--- src/rtl/assert_macros.svh ---
// assertion macros shared by the rtl of the glyph positioner
// expects a clock named clk and a synchronous active-low reset named rst_n in scope
`ifndef ASSERT_MACROS_SVH
`define ASSERT_MACROS_SVH

// same-cycle implication
`define MGP_ASSERT_IMP(lbl, ante, cons, msg) \
  lbl: assert property (@(posedge clk) disable iff (!rst_n) (ante) |-> (cons)) \
    else $error(msg);

// next-cycle implication
`define MGP_ASSERT_NXT(lbl, ante, cons, msg) \
  lbl: assert property (@(posedge clk) disable iff (!rst_n) (ante) |=> (cons)) \
    else $error(msg);

`endif

--- src/rtl/mgp_pkg.sv ---
// package for the math glyph positioner: item types, control word, codes,
// glyph tables and reciprocal constants; no dependencies
`default_nettype none

package mgp_pkg;

  // register indexes
  localparam logic [1:0] REG_FONT_SIZE  = 2'd0;
  localparam logic [1:0] REG_START_X    = 2'd1;
  localparam logic [1:0] REG_BASELINE_Y = 2'd2;

  localparam logic [22:0] FS_RESET = 23'd655360;

  // atom classes
  localparam logic [2:0] CLS_ORD   = 3'd0;
  localparam logic [2:0] CLS_BIN   = 3'd2;
  localparam logic [2:0] CLS_REL   = 3'd3;
  localparam logic [2:0] CLS_OPEN  = 3'd4;
  localparam logic [2:0] CLS_CLOSE = 3'd5;
  localparam logic [2:0] CLS_PUNCT = 3'd6;

  // fonts
  localparam logic [1:0] FONT_ROMAN  = 2'd0;
  localparam logic [1:0] FONT_ITALIC = 2'd1;
  localparam logic [1:0] FONT_SYMBOL = 2'd2;

  // multiplier operand selections
  localparam logic [2:0] MOP_NONE    = 3'd0;
  localparam logic [2:0] MOP_FS_R1E5 = 3'd1;
  localparam logic [2:0] MOP_QF_1E5  = 3'd2;
  localparam logic [2:0] MOP_MU_FS   = 3'd3;
  localparam logic [2:0] MOP_SP_R18  = 3'd4;
  localparam logic [2:0] MOP_N_QF    = 3'd5;
  localparam logic [2:0] MOP_N_RF    = 3'd6;
  localparam logic [2:0] MOP_R3125   = 3'd7;

  // pen operations
  localparam logic [2:0] PEN_HOLD   = 3'd0;
  localparam logic [2:0] PEN_START  = 3'd1;
  localparam logic [2:0] PEN_ADD_SP = 3'd2;
  localparam logic [2:0] PEN_ADD_T1 = 3'd3;
  localparam logic [2:0] PEN_ADD_T3 = 3'd4;

  // font size quotient and remainder by 100000
  localparam logic [1:0] DOP_NONE = 2'd0;
  localparam logic [1:0] DOP_QF   = 2'd1;
  localparam logic [1:0] DOP_RF   = 2'd2;

  // exact reciprocals: floor(x*m / 2**k) == floor(x / d) over the operand range
  localparam logic [23:0] RECIP_1E5  = 24'd10995117;   // k 40, x below 2**23
  localparam logic [16:0] K_1E5      = 17'd100000;
  localparam logic [26:0] RECIP_18   = 27'd119304648;  // k 31, x below 2**26
  localparam logic [29:0] RECIP_3125 = 30'd703687442;  // k 41, x below 2**29

  typedef struct packed {
    logic [7:0] char_code;
    logic       last;
  } in_item_t;

  typedef struct packed {
    logic               glyph_valid;
    logic [7:0]         glyph_code;
    logic signed [31:0] glyph_x;
    logic signed [31:0] glyph_y;
    logic [1:0]         font_select;
    logic               end_of_expr;
    logic [30:0]        total_width;
  } out_item_t;

  typedef struct packed {
    logic [2:0] mop;
    logic [2:0] pen_op;
    logic [1:0] dop;
    logic       cap;
    logic       emit;
  } ctrl_t;

  typedef struct packed {
    logic dvalid;
    logic first;
    logic space;
    logic out_free;
  } stat_t;

  // glyph widths in thousandths of a unit, codes 32 to 127
  localparam logic [10:0] WIDTH_TAB [96] = '{
    11'd333, 11'd278, 11'd500, 11'd833, 11'd500, 11'd833, 11'd778, 11'd278,
    11'd389, 11'd389, 11'd500, 11'd778, 11'd278, 11'd778, 11'd278, 11'd500,
    11'd500, 11'd500, 11'd500, 11'd500, 11'd500, 11'd500, 11'd500, 11'd500,
    11'd500, 11'd500,
    11'd278, 11'd278, 11'd778, 11'd778, 11'd778, 11'd472,
    11'd778, 11'd750, 11'd708, 11'd722, 11'd764, 11'd681, 11'd653, 11'd785,
    11'd750, 11'd361, 11'd514, 11'd778, 11'd625, 11'd917, 11'd750, 11'd778,
    11'd681, 11'd778, 11'd736, 11'd556, 11'd722, 11'd750, 11'd750, 11'd1028,
    11'd750, 11'd750, 11'd611,
    11'd278, 11'd500, 11'd278, 11'd500, 11'd500, 11'd278,
    11'd500, 11'd556, 11'd444, 11'd556, 11'd444, 11'd306, 11'd500, 11'd556,
    11'd278, 11'd306, 11'd528, 11'd278, 11'd833, 11'd556, 11'd500, 11'd556,
    11'd528, 11'd392, 11'd394, 11'd389, 11'd556, 11'd528, 11'd722, 11'd528,
    11'd528, 11'd444,
    11'd480, 11'd200, 11'd480, 11'd500, 11'd0
  };

  // lowercase width times italic factor in percent
  localparam logic [16:0] LOWER_ADV [26] = '{
    17'd50000, 17'd55600, 17'd39960, 17'd55600, 17'd39960, 17'd26010,
    17'd50000, 17'd55600, 17'd22240, 17'd27540, 17'd52800, 17'd22240,
    17'd91630, 17'd55600, 17'd50000, 17'd55600, 17'd52800, 17'd37240,
    17'd35460, 17'd35010, 17'd55600, 17'd52800, 17'd72200, 17'd52800,
    17'd52800, 17'd44400
  };

  // inter-atom space in mu, rows previous class, columns current class
  localparam logic [2:0] SPACE_MU [8][8] = '{
    '{3'd0, 3'd3, 3'd4, 3'd5, 3'd0, 3'd0, 3'd0, 3'd3},
    '{3'd3, 3'd3, 3'd0, 3'd5, 3'd0, 3'd0, 3'd0, 3'd3},
    '{3'd4, 3'd4, 3'd0, 3'd0, 3'd4, 3'd0, 3'd0, 3'd4},
    '{3'd5, 3'd5, 3'd0, 3'd0, 3'd5, 3'd0, 3'd0, 3'd5},
    '{3'd0, 3'd0, 3'd0, 3'd0, 3'd0, 3'd0, 3'd0, 3'd0},
    '{3'd0, 3'd3, 3'd4, 3'd5, 3'd0, 3'd0, 3'd0, 3'd3},
    '{3'd3, 3'd3, 3'd0, 3'd3, 3'd3, 3'd3, 3'd3, 3'd3},
    '{3'd3, 3'd3, 3'd4, 3'd5, 3'd3, 3'd0, 3'd3, 3'd3}
  };

  function automatic logic [2:0] classify(input logic [7:0] c);
    unique case (c)
      "+", "-", "*": return CLS_BIN;
      "=", "<", ">": return CLS_REL;
      "(", "[", "{": return CLS_OPEN;
      ")", "]", "}": return CLS_CLOSE;
      ",", ";":      return CLS_PUNCT;
      default:       return CLS_ORD;
    endcase
  endfunction

  function automatic logic is_space(input logic [7:0] c);
    return (c == 8'd32) || (c >= 8'd9 && c <= 8'd13);
  endfunction

  // advance numerator over a divisor of 100000
  function automatic logic [16:0] adv_num(input logic [7:0] c);
    logic [6:0] wi;
    logic [4:0] li;
    wi = c[6:0] - 7'd32;
    li = 5'(c - 8'd97);
    if (c[7]) begin
      return 17'd50000;
    end else if (c < 8'd32) begin
      return 17'd0;
    end else if (c >= 8'd97 && c <= 8'd122) begin
      return LOWER_ADV[li];
    end else begin
      return 17'(WIDTH_TAB[wi]) * 17'd100;
    end
  endfunction

endpackage

`default_nettype wire

--- src/rtl/math_glyph_positioner.sv ---
// math glyph positioner top level: config registers, datapath with one shared
// multiplier, output register; depends on mgp_pkg, mgp_useq, assert_macros.svh
// a new item is taken only once the previous one has been emitted, as in_stall is
// held high meanwhile; whitespace skips the pen advance steps
// the first item after a font_size write also runs the quotient and remainder by 100000
// every microcode step issues at most one product on the 29x30 multiplier
// rst_n is synchronous: sequencer idle, no result held, registers back to reset values
`default_nettype none
`include "assert_macros.svh"

module math_glyph_positioner (
  input  wire logic                clk,
  input  wire logic                rst_n,
  input  wire logic                in_valid,
  output logic                     in_stall,
  input  wire mgp_pkg::in_item_t   in_data,
  output logic                     out_valid,
  input  wire logic                out_stall,
  output mgp_pkg::out_item_t       out_data,
  input  wire logic                psel,
  input  wire logic                penable,
  input  wire logic                pwrite,
  input  wire logic [3:0]          paddr,
  input  wire logic [31:0]         pwdata,
  output logic [31:0]              prdata,
  output logic                     pready
);

  logic [22:0]        fs_r;
  logic signed [31:0] sx_r;
  logic signed [31:0] by_r;
  logic               dvalid_r;
  logic [6:0]         qf_r;
  logic [16:0]        rf_r;
  logic [7:0]         char_r;
  logic               last_r;
  logic               space_r;
  logic [2:0]         cls_r;
  logic [2:0]         prev_r;
  logic               first_r;
  logic [16:0]        n_r;
  logic [58:0]        prod_r;
  logic signed [31:0] pen_r, pen_nxt;
  logic signed [31:0] gx_r;
  logic               out_valid_r;
  mgp_pkg::out_item_t out_r, out_nxt;

  mgp_pkg::ctrl_t ctrl;
  mgp_pkg::stat_t st;
  logic           seq_busy;
  logic           cfg_wr;
  logic           in_accept;
  logic           out_free;
  logic           emit_go;
  logic           out_load;
  logic [28:0]    mul_a;
  logic [29:0]    mul_b;
  logic [58:0]    prod_w;
  logic [23:0]    add_v;
  logic [32:0]    pen_sum;
  logic [31:0]    pen_sat;
  logic [32:0]    diff;
  logic [30:0]    tw;
  logic [1:0]     font;

  assign pready    = 1'b1;
  assign cfg_wr    = psel & penable & pwrite & pready;
  assign in_stall  = seq_busy;
  assign in_accept = in_valid & ~in_stall;
  assign out_free  = ~out_valid_r | ~out_stall;
  assign emit_go   = ctrl.emit & out_free;
  assign out_load  = emit_go & (~space_r | last_r);
  assign out_valid = out_valid_r;
  assign out_data  = out_r;

  assign st.dvalid   = dvalid_r;
  assign st.first    = first_r;
  assign st.space    = space_r;
  assign st.out_free = out_free;

  mgp_useq u_seq (
    .clk   (clk),
    .rst_n (rst_n),
    .start (in_accept),
    .st    (st),
    .ctrl  (ctrl),
    .busy  (seq_busy)
  );

  always_comb begin
    unique case (paddr[3:2])
      mgp_pkg::REG_FONT_SIZE:  prdata = {9'd0, fs_r};
      mgp_pkg::REG_START_X:    prdata = sx_r;
      mgp_pkg::REG_BASELINE_Y: prdata = by_r;
      default:                 prdata = 32'd0;
    endcase
  end

  // shared multiplier operand selection
  always_comb begin
    mul_a = '0;
    mul_b = '0;
    unique case (ctrl.mop)
      mgp_pkg::MOP_FS_R1E5: begin
        mul_a = 29'(fs_r);
        mul_b = 30'(mgp_pkg::RECIP_1E5);
      end
      mgp_pkg::MOP_QF_1E5: begin
        mul_a = 29'(prod_r[46:40]);
        mul_b = 30'(mgp_pkg::K_1E5);
      end
      mgp_pkg::MOP_MU_FS: begin
        mul_a = 29'(mgp_pkg::SPACE_MU[prev_r][cls_r]);
        mul_b = 30'(fs_r);
      end
      mgp_pkg::MOP_SP_R18: begin
        mul_a = 29'(prod_r[25:0]);
        mul_b = 30'(mgp_pkg::RECIP_18);
      end
      mgp_pkg::MOP_N_QF: begin
        mul_a = 29'(n_r);
        mul_b = 30'(qf_r);
      end
      mgp_pkg::MOP_N_RF: begin
        mul_a = 29'(n_r);
        mul_b = 30'(rf_r);
      end
      mgp_pkg::MOP_R3125: begin
        mul_a = prod_r[33:5];
        mul_b = mgp_pkg::RECIP_3125;
      end
      default: begin
        mul_a = '0;
        mul_b = '0;
      end
    endcase
  end

  assign prod_w = {30'd0, mul_a} * {29'd0, mul_b};

  // saturating pen update, addends are never negative
  always_comb begin
    case (ctrl.pen_op)
      mgp_pkg::PEN_ADD_SP: add_v = 24'(prod_r[52:31]);
      mgp_pkg::PEN_ADD_T1: add_v = prod_r[23:0];
      mgp_pkg::PEN_ADD_T3: add_v = 24'(prod_r[58:41]);
      default:             add_v = 24'd0;
    endcase
    pen_sum = {pen_r[31], pen_r} + {9'd0, add_v};
    pen_sat = (pen_sum[32] != pen_sum[31]) ? 32'h7FFF_FFFF : pen_sum[31:0];
    case (ctrl.pen_op)
      mgp_pkg::PEN_START:  pen_nxt = sx_r;
      mgp_pkg::PEN_ADD_SP,
      mgp_pkg::PEN_ADD_T1,
      mgp_pkg::PEN_ADD_T3: pen_nxt = pen_sat;
      default:             pen_nxt = pen_r;
    endcase
  end

  // total width and result item
  always_comb begin
    diff = {pen_r[31], pen_r} - {sx_r[31], sx_r};
    if (first_r && space_r) begin
      tw = 31'd0;
    end else if (diff[32]) begin
      tw = 31'd0;
    end else if (diff[31]) begin
      tw = 31'h7FFF_FFFF;
    end else begin
      tw = diff[30:0];
    end
    if (char_r >= "0" && char_r <= "9") begin
      font = mgp_pkg::FONT_ROMAN;
    end else if (cls_r == mgp_pkg::CLS_BIN || cls_r == mgp_pkg::CLS_REL) begin
      font = mgp_pkg::FONT_SYMBOL;
    end else begin
      font = mgp_pkg::FONT_ITALIC;
    end
    out_nxt = '0;
    out_nxt.end_of_expr = last_r;
    out_nxt.total_width = last_r ? tw : 31'd0;
    if (!space_r) begin
      out_nxt.glyph_valid = 1'b1;
      out_nxt.glyph_code  = char_r;
      out_nxt.glyph_x     = gx_r;
      out_nxt.glyph_y     = by_r;
      out_nxt.font_select = font;
    end
  end

  always_ff @(posedge clk) begin
    if (!rst_n) begin
      fs_r        <= mgp_pkg::FS_RESET;
      sx_r        <= '0;
      by_r        <= '0;
      dvalid_r    <= 1'b0;
      first_r     <= 1'b1;
      prev_r      <= mgp_pkg::CLS_ORD;
      out_valid_r <= 1'b0;
    end else begin
      if (ctrl.dop == mgp_pkg::DOP_RF) begin
        dvalid_r <= 1'b1;
      end
      if (cfg_wr) begin
        unique case (paddr[3:2])
          mgp_pkg::REG_FONT_SIZE: begin
            fs_r     <= pwdata[22:0];
            dvalid_r <= 1'b0;
          end
          mgp_pkg::REG_START_X:    sx_r <= pwdata;
          mgp_pkg::REG_BASELINE_Y: by_r <= pwdata;
          default: begin
          end
        endcase
      end
      if (emit_go && !space_r) begin
        prev_r  <= cls_r;
        first_r <= 1'b0;
      end
      if (emit_go && last_r) begin
        prev_r  <= mgp_pkg::CLS_ORD;
        first_r <= 1'b1;
      end
      if (out_load) begin
        out_valid_r <= 1'b1;
      end else if (!out_stall) begin
        out_valid_r <= 1'b0;
      end
    end
  end

  always_ff @(posedge clk) begin
    if (in_accept) begin
      char_r  <= in_data.char_code;
      last_r  <= in_data.last;
      space_r <= mgp_pkg::is_space(in_data.char_code);
      cls_r   <= mgp_pkg::classify(in_data.char_code);
      n_r     <= mgp_pkg::adv_num(in_data.char_code);
    end
    if (ctrl.mop != mgp_pkg::MOP_NONE) begin
      prod_r <= prod_w;
    end
    if (ctrl.dop == mgp_pkg::DOP_QF) begin
      qf_r <= prod_r[46:40];
    end
    if (ctrl.dop == mgp_pkg::DOP_RF) begin
      rf_r <= 17'(fs_r - prod_r[22:0]);
    end
    if (ctrl.cap) begin
      gx_r <= pen_r;
    end
    if (out_load) begin
      out_r <= out_nxt;
    end
    pen_r <= pen_nxt;
  end

  `MGP_ASSERT_NXT(a_emit_hold, ctrl.emit && !out_free, ctrl.emit, "emit step left while slot full")
  `MGP_ASSERT_IMP(a_blank_is_end, out_valid_r && !out_r.end_of_expr, out_r.glyph_valid, "empty item mid expression")

endmodule

`default_nettype wire

--- src/rtl/mgp_useq.sv ---
// microcode sequencer of the glyph positioner: step counter, control rom, jumps
// depends on mgp_pkg and assert_macros.svh
`default_nettype none
`include "assert_macros.svh"

module mgp_useq (
  input  wire logic          clk,
  input  wire logic          rst_n,
  input  wire logic          start,
  input  wire mgp_pkg::stat_t st,
  output mgp_pkg::ctrl_t     ctrl,
  output logic               busy
);

  localparam logic [3:0] STEP_D0    = 4'd0;
  localparam logic [3:0] STEP_D1    = 4'd1;
  localparam logic [3:0] STEP_D2    = 4'd2;
  localparam logic [3:0] STEP_DISP  = 4'd3;
  localparam logic [3:0] STEP_FCHK  = 4'd4;
  localparam logic [3:0] STEP_SPADD = 4'd5;
  localparam logic [3:0] STEP_FIRST = 4'd6;
  localparam logic [3:0] STEP_T1    = 4'd7;
  localparam logic [3:0] STEP_RED   = 4'd8;
  localparam logic [3:0] STEP_T3    = 4'd9;
  localparam logic [3:0] STEP_EMIT  = 4'd10;
  localparam logic [3:0] STEP_LAST  = STEP_EMIT;

  localparam logic [2:0] JC_NONE   = 3'd0;
  localparam logic [2:0] JC_ALWAYS = 3'd1;
  localparam logic [2:0] JC_DVALID = 3'd2;
  localparam logic [2:0] JC_FIRST  = 3'd3;
  localparam logic [2:0] JC_SPACE  = 3'd4;

  typedef struct packed {
    mgp_pkg::ctrl_t c;
    logic [2:0]     jc;
    logic [3:0]     jt;
  } uword_t;

  function automatic uword_t rom(input logic [3:0] a);
    uword_t w;
    w = '0;
    unique case (a)
      STEP_D0: begin
        w.c.mop = mgp_pkg::MOP_FS_R1E5;
        w.jc    = JC_DVALID;
        w.jt    = STEP_DISP;
      end
      STEP_D1: begin
        w.c.mop = mgp_pkg::MOP_QF_1E5;
        w.c.dop = mgp_pkg::DOP_QF;
      end
      STEP_D2: begin
        w.c.dop = mgp_pkg::DOP_RF;
      end
      STEP_DISP: begin
        w.c.mop = mgp_pkg::MOP_MU_FS;
        w.jc    = JC_SPACE;
        w.jt    = STEP_EMIT;
      end
      STEP_FCHK: begin
        w.c.mop = mgp_pkg::MOP_SP_R18;
        w.jc    = JC_FIRST;
        w.jt    = STEP_FIRST;
      end
      STEP_SPADD: begin
        w.c.mop    = mgp_pkg::MOP_N_QF;
        w.c.pen_op = mgp_pkg::PEN_ADD_SP;
        w.jc       = JC_ALWAYS;
        w.jt       = STEP_T1;
      end
      STEP_FIRST: begin
        w.c.mop    = mgp_pkg::MOP_N_QF;
        w.c.pen_op = mgp_pkg::PEN_START;
      end
      STEP_T1: begin
        w.c.mop    = mgp_pkg::MOP_N_RF;
        w.c.pen_op = mgp_pkg::PEN_ADD_T1;
        w.c.cap    = 1'b1;
      end
      STEP_RED: begin
        w.c.mop = mgp_pkg::MOP_R3125;
      end
      STEP_T3: begin
        w.c.pen_op = mgp_pkg::PEN_ADD_T3;
      end
      STEP_EMIT: begin
        w.c.emit = 1'b1;
      end
      default: begin
        w.jc = JC_ALWAYS;
        w.jt = STEP_EMIT;
      end
    endcase
    return w;
  endfunction

  logic [3:0] pc_r, pc_nxt;
  logic       busy_r, busy_nxt;
  uword_t     uw;
  logic       taken;

  always_comb begin
    uw = rom(pc_r);
    unique case (uw.jc)
      JC_NONE:   taken = 1'b0;
      JC_ALWAYS: taken = 1'b1;
      JC_DVALID: taken = st.dvalid;
      JC_FIRST:  taken = st.first;
      JC_SPACE:  taken = st.space;
      default:   taken = 1'b0;
    endcase
    busy_nxt = busy_r;
    pc_nxt   = pc_r;
    if (!busy_r) begin
      if (start) begin
        busy_nxt = 1'b1;
        pc_nxt   = STEP_D0;
      end
    end else if (uw.c.emit) begin
      if (st.out_free) begin
        busy_nxt = 1'b0;
        pc_nxt   = STEP_D0;
      end
    end else begin
      pc_nxt = taken ? uw.jt : pc_r + 4'd1;
    end
  end

  assign ctrl = busy_r ? uw.c : '0;
  assign busy = busy_r;

  always_ff @(posedge clk) begin
    if (!rst_n) begin
      busy_r <= 1'b0;
      pc_r   <= STEP_D0;
    end else begin
      busy_r <= busy_nxt;
      pc_r   <= pc_nxt;
    end
  end

  `MGP_ASSERT_IMP(a_pc_range, busy_r, pc_r <= STEP_LAST, "step counter beyond program")
  `MGP_ASSERT_IMP(a_done_at_emit, $fell(busy_r), $past(pc_r) == STEP_EMIT, "item ended off emit")

endmodule

`default_nettype wire
--- config.mk ---
export PLATFORM = sky130hd
export DESIGN_NAME = math_glyph_positioner
export DESIGN_NICKNAME = d
export VERILOG_FILES = /design/src/rtl/mgp_pkg.sv /design/src/rtl/math_glyph_positioner.sv /design/src/rtl/mgp_useq.sv
export VERILOG_INCLUDE_DIRS = /design/src /design/src/rtl
export SDC_FILE = /design/constraint.sdc
export NUM_CORES = 2
export LEC_CHECK = 0
export ABC_CLOCK_PERIOD_IN_PS = 19000
export BUFFER_PORTS_ARGS = -buffer_cell sky130_fd_sc_hd__buf_4
export CAP_MARGIN = 0
export CORE_MARGIN = 5
export CORE_UTILIZATION = 62
export DETAILED_ROUTE_END_ITERATION = 10
export GPL_TIMING_DRIVEN = 0
export PLACE_DENSITY = 0.81
export SYNTH_ARGS = -nofsm -noshare
export SYNTH_HDL_FRONTEND = slang
export SYNTH_SLANG_ARGS = --single-unit
--- constraint.sdc ---
create_clock -name clk -period 19 [get_ports clk]
set_input_delay 1.9 -clock clk [delete_from_list [all_inputs] [get_ports clk]]
set_output_delay 1.9 -clock clk [all_outputs]
set_load 0.01 [all_outputs]
-- After elaboration in Yosys (flattened, before gate mapping)
Memory sizes are Yosys's and may differ from the RTL's.
Cells that the tools add are included.
- memories: 3
- word-level logic and storage cells: 193
- register bits: 382
- output and inout port bits: 142
- input port bits: 52
- memory bits (read-only): 2144
- memory list (name ; words ; bits a word ; read ports ; clocked after memory_dff ; write ports ; RTL line ; source):
    (name not given) ; 128 ; 11 ; 1 ; 0 ; 0 ; mgp_pkg.sv:153 ; return 17'(WIDTH_TAB[wi]) * 17'd100;
    (name not given) ; 32 ; 17 ; 1 ; 0 ; 0 ; mgp_pkg.sv:151 ; return LOWER_ADV[li];
    (name not given) ; 8 ; 24 ; 1 ; 0 ; 0 ; math_glyph_positioner.sv:113 ; mul_a = 29'(mgp_pkg::SPACE_MU[prev_r][cls_r]);
- eq/ne operators: 49
- add/subtract/negate cells: 6
- multiply operators: 2
- multiplexer cells: 44
- order comparisons: 11
- reductions and logical operators: 32
- bitwise logic cells: 18
- operators with widths (cell ; number):
    $pmux 30 s7 ; 1
    $pmux 29 s6 ; 1
    $pmux 32 s3 ; 1
    $eq 8x6->1 const B ; 11
    $mux 75 ; 1
    $pmux 24 s3 ; 1
    $pmux 32 s2 ; 1
    $mul 29x30->59 ; 1
    $mux 17 ; 3
    $mux 24 ; 2
    $pmux 7 s5 ; 1
    $add 32x25->33 ; 1
    $sub 32x32->33 ; 1
    $eq 8x7->1 const B ; 4
    $mux 32 ; 1
    $mux 31 ; 1
    $eq 3x2->1 const B ; 8
    $mux 11 ; 2
    $pmux 3 s7 ; 1
    $reduce_or 3->1 ; 7
    $mux 4 ; 5
    $eq 3x3->1 const B ; 6
    $sub 17x17->17 ; 1
    $eq 4x3->1 const B ; 4
    49 further kinds ; 96

-- Longest topological paths before layout
- depth after elaboration: 10
- mapped depth: 43
- depth with buffers taken out: 40

-- Cells and area by module
Synthesis repeated with hierarchy kept, for this count alone.
- cells, all modules: 5319
- area total of the unflattened synthesis: 49042.0 um2
- by module, submodules not included (module ; seq. area each (um2) ; instances ; area each (um2) ; cells an instance):
    math_glyph_positioner ; 10359.9 ; 1 ; 48423.9 ; 5235
    mgp_useq ; 100.1 ; 1 ; 618.1 ; 84

-- Worst setup path after synthesis
No wires, ideal clock.
- path type: reg-to-reg
- start: register u_seq.pc_r[0]
- end: register prod_r[56], data pin
- stages on the path, launching flop included: 37
- data arrival time: 9.195 ns
- required time: 18.735 ns
- path slack: 9.540 ns
- setup time: 0.265 ns
- clock period less this slack: 9.460 ns
- buffers on the path: 3
- cells stage by stage: dfxtp_1 > inv_1 > ha_1 > buf_2 > nor4_1 > o21ai_1 > nand2_1 > buf_2 > nor4_1 > or2_1 > a221o_1 > a221oi_2 > buf_2 > nor2_1 > fa_1 > fa_1 > fa_1 > inv_1 > fa_1 > inv_1 > fa_1 > fa_1 > fa_1 > inv_1 > fa_1 > inv_1 > ha_1 > a21o_1 > a21oi_1 > o211ai_1 > o31ai_1 > a21oi_1 > a31o_2 > a31o_2 > a31oi_1 > o21ai_0 > xor2_1
- word-level cells in the longest chain between the ends: 8
- elaborated cells between the ends (all ways): 22
- those cells by class: mul: 1; eq/ne: 14; mux: 4; reduce/logical: 3
- RTL lines (what ; RTL line ; source):
    start, declared ; mgp_useq.sv:98 ; logic [3:0] pc_r, pc_nxt;
    start signal, assigned ; mgp_useq.sv:139 ; pc_r <= pc_nxt;
    $eq 4x3->1 ; mgp_useq.sv:43 ; unique case (a)
    $reduce_or 2->1 (no source line) ; - ;
    $pmux 3 s7 * ; mgp_useq.sv:43 ;
    $mux 10 * ; mgp_useq.sv:130 ; assign ctrl = busy_r ? uw.c : '0;
    $eq 3x3->1 ; math_glyph_positioner.sv:103 ; unique case (ctrl.mop)
    $reduce_or 2->1 (no source line) ; - ;
    $pmux 29 s6 ; math_glyph_positioner.sv:103 ;
    $mul 29x30->59 * ; math_glyph_positioner.sv:139 ; assign prod_w = {30'd0, mul_a} * {29'd0, mul_b};
    via prod_w[56] ; math_glyph_positioner.sv:58 ; logic [58:0] prod_w;
    end signal, assigned ; math_glyph_positioner.sv:241 ; prod_r <= prod_w;
    end, declared ; math_glyph_positioner.sv:42 ; logic [58:0] prod_r;
Mark *: on every way through the listed nets, which the timed path passes. The rest lies on a longest branch.
A chain may end at the register's enable or synchronous reset.

-- Worst setup path after layout
- start: register u_seq.pc_r[0]
- end: register prod_r[57], data pin
The elaborated chain is that of the path after synthesis.

==> results.md <==
Global routing:
- The pin count of the biggest net entering global routing is 82.
- The first global-routing pass estimated 246 mm of wire.
- The number of antenna violations at the first check in global routing came to 1.
- The total congestion overflow is 0.
- The via count of the first global-routing pass is 40675.
- The overall fraction of global-route tracks in use is 0.382.

Yosys:
- The post-synthesis share of cell area spent on full adders, half adders and majority gates is 0.399.
- The number of distinct library cells after synthesis is 89.
- For this run, the number of Yosys warnings is 0.
- The number of synthesized flops with an enable pin is 283.
- The post-synthesis xor/xnor area fraction is 0.0252.
- In this run the cell area of the synthesized design comes to 48900 µm².
- The mux contribution to synthesized area is 0.00765.
- The cell count after synthesis came out at 5297.
- Of the total synthesized cell area, the portion taken by AND, OR, NAND and NOR gates is 0.132.
- The fraction of synthesized cell area taken by the top area cell type is 0.300.
- fa_1 takes more of the synthesized area than any other cell.
- The fraction of registers with async set/reset is 0.
- The post-synthesis average cell area is 9.23 µm².
- The combinational family with the most area after synthesis is adder cells.
- The post-synthesis sequential area ratio is 0.214.
- The share of the synthesized area in compound gates (AO/OA/AOI/OAI) is 0.121.
- By area the synthesized netlist is led by fa_1 (30%), edfxtp_1 (17%), ha_1 (9.9%).
- In this run, synthesis produced a sequential element count of 381.
- The primary flip-flop cell chosen by synthesis mapping is edfxtp_1.

Setup path:
- The maximum fanout along the worst path is 10.
- The path type of the worst setup path is reg2reg.
- For the worst flop-to-flop path, the logic depth is 35.
- For this design, the slowest cell found on the critical path is nor3_1.
- For this run, the slowest stage of the critical path takes 1020 ps.
- The worst setup path is launched from a flop.
- The worst setup path is captured at a flop.
- The arrival time of data at the critical path endpoint is 13370 ps.
- Counting stages on the worst path, the most repeated cell is fa_1.
- STA puts the critical path data required time at 19300 ps.

STA:
- Setup repair after global routing left no endpoint under its margin.
- The maximum achievable frequency is 76.5 MHz.
- The worst pin sits at a relative slew slack of -0.0582.
- The clock period minus final worst setup slack is 13060 ps.
- The sum of negative setup slack is 0 ps.
- The transition time at the pin with the least slew margin is 1590 ps.
- The clock skew is 54.3 ps.
- The final number of max-transition violations is 22.
- Setup violations remaining at the end of the flow were counted as 0.
- Of the available clock period, the critical path in the final layout requires 0.688.
- The number of failing hold endpoints at the final stage is 0.
- On the final layout, the worst hold slack is 477 ps.

Clock tree:
- The maximum count of clock buffers along a single path is 3.
- The clock drives 381 sinks.
- The number of buffers inserted by hold repair at cts is 0.
- The CTS tree is done.
- The number of clock buffers inserted by TritonCTS is 40.
- The number of setup buffers added after CTS is 0.
- The H-tree was split into 2 levels.
- The CTS clock-pin slew for the worst setup and hold paths is 60 ps.
- The clock tree root buffer cell is clkbuf_16.
- Gates resized during post-CTS repair numbered 0.
- Clock latency on the worst-skew pair, taken at its later pin, is 610 ps.

Cells and area:
- The fraction of layout cells with a size suffix above 1 is 0.0656.
- The layout net count is 6765.
- For this run, the share of the core covered by cells in the final layout is 0.679.
- After routing the design area is 53300 µm².
- From synthesis to final layout, the design area changed by 9.14%.
- The library cells used most frequently in the layout, excluding fill and tap cells, are inv_1 (1054), fa_1 (732), nand2_1 (585).
- The most common cell after layout, fill and taps aside is inv_1.

Power and ir drop:
- The cell leakage power is 25.2 nW.
- The overall power of the completed layout is 3.13 mW.
- The internal portion of the total power is 1.86 mW.
- The fraction of power spent switching nets is 0.406.
- In this run the power spent charging and discharging nets is 1.27 mW.
- The relative contribution of the clock network to total power is 0.259.
- In this run the power density over the cells is 58.7 nW/µm².
- The power share of the sequential group is 0.334.
- The worst-case vdd ir drop is 0.0841 mV.
- The share of power burned in combinational logic is 0.407.

Run status:
- The final reports fail on capacitance limit, slew limit.
- The flow ran to the end, but the final reports show violations.

Die:
- The total die area is 84600 µm².
- For this design the top-level I/O count stands at 194.
- In this run the standard cell core region covers 78600 µm².
- The floorplan die width is 291 µm.
- In this run the core area contains 103 standard-cell rows.
- The vertical die dimension is 291 µm.
- The effective utilization at floorplan is 0.622.

Place:
- The global placement routability congestion is 1.06.
- The wire-length estimate of the detail-placed layout is 134 mm.
- Once placement finished, the instance area stood at 52000 µm².
- Port buffering added 189 buffers.

Drt:
- The first-pass detailed-route iteration total is 11.
- The count of nets left with antenna violations after detail routing is 0.
- The average via count per standard cell is 6.03.
- Dividing the detail-routed wire length by the instance count gives 24.4 µm.
- The first-iteration detailed-routing DRC count is 4690.
- For this block, the routed nets add up to 163 mm of wire.
- For this block, the via count after detailed routing is 40286.
- The number of remaining DRC errors is 0.

Worst hold path:
- The cell depth of the worst hold path is 2.
- The path class of the tightest hold or removal check is reg2reg.

Job:
- Max-cap violations in this run came to 4.
[registers in the layout (all words and copies together), names as in the netlist, 3 cells and up]
| name | count |
|---|---|
| pen_r | 32 |
| sx_r | 32 |
| u_seq.pc_r | 4 |
| rf_r | 17 |
| fs_r | 23 |
| by_r | 32 |
| qf_r | 7 |
| gx_r | 32 |
| out_data | 107 |
| prev_r | 3 |
| cls_r | 3 |
| char_r | 8 |
| n_r | 16 |
| prod_r | 59 |
[power by group through the flow]
stage	registers (mW)	clock network [mW]	logic (mW)
after floorplan	1.00	0	0.822
after detailed placement	1.05	0	1.23
after global placement	1.06	0	1.20
after CTS	1.04	0.817	1.24
final	1.04	0.812	1.27
after global routing	1.04	0.852	1.38
[cell usage after synthesis (16+ instances only)]
master       n
dfxtp_1     98
edfxtp_1   283
fa_1       732
ha_1       387
nand2b_1    51
nor2b_1    108
nand2_1    585
buf_2       38
a21boi_0    90
a31oi_1     43
inv_1     1056
a22oi_1     35
nor3_1      51
mux2i_1     34
and3_1      19
a21oi_1    229
nand3_1     59
nor4_1      16
o21ai_0    162
o21bai_1    29
a211oi_1    30
and2_1      64
a222oi_1    18
nor2_1     389
clkbuf_1   173
xor2_1      42
o21a_1      25
xnor2_1     97
or2_2       22
o22ai_1     17
a21o_1      65
nand4_1     19
[layout make-up]
type                       count  area, µm²
tap                         1050       1310
timing repair buffer         196       1520
antenna                        4       10.0
clock inverter                24        253
multi-input combinational   3678      33700
sequential                   381      10500
fill                        6427      25300
inverter                    1065       4000
clock buffer                  49       1100
buffer                       232        952
[metrics by stage]
stage,worst slack [ps],std cells
after detailed placement,6730,6602
after global routing,5560,6675
after CTS,6630,6675
after floorplan,9540,5356
after global placement,6620,6595
final,5940,6679
[path summary, 6_finish.rpt]
path	from	end	slack [ps]
max	u_seq.pc_r[0]	prod_r[57]	5940
min	by_r[19]	by_r[19]	480
max reg2reg	u_seq.pc_r[0]	prod_r[57]	5940
min reg2reg	by_r[19]	by_r[19]	480
[layer usage]
| layer | vias to the layer above | GRT usage | share of wire |
|---|---|---|---|
| met5 | - | 0 | 0 |
| met4 | 0 | 0.181 | 0.063 |
| met3 | 501 | 0.0862 | 0.12 |
| met2 | 2382 | 0.589 | 0.44 |
| met1 | 19886 | 0.517 | 0.38 |
| li1 | 17517 | - | - |
[critical path: cells and delay by family, from the launching register on]
family | cells | cell delay, ps
xor+xnor | 1 | 150
compound gates | 6 | 2080
flops | 1 | 430
simple gates | 8 | 3240
fa+ha+maj | 10 | 4130
buf+inv | 10 | 2710
[kinds of logic (layout without fill, tap and decap cells)]
| logic type | count (synthesis) | count (layout) |
|---|---|---|
| adder cells (fa/ha/maj) | 1120 | 1120 |
| flip-flops | 381 | 381 |
| multiplexers | 36 | 36 |
| other | 2 | 65 |
| AND/OR/NAND/NOR | 1432 | 1432 |
| XOR/XNOR | 140 | 140 |
| AO/OA/AOI/OAI | 889 | 889 |
| buffers and inverters | 1297 | 1566 |
No activity file was read; power rests on OpenSTA's default activity.
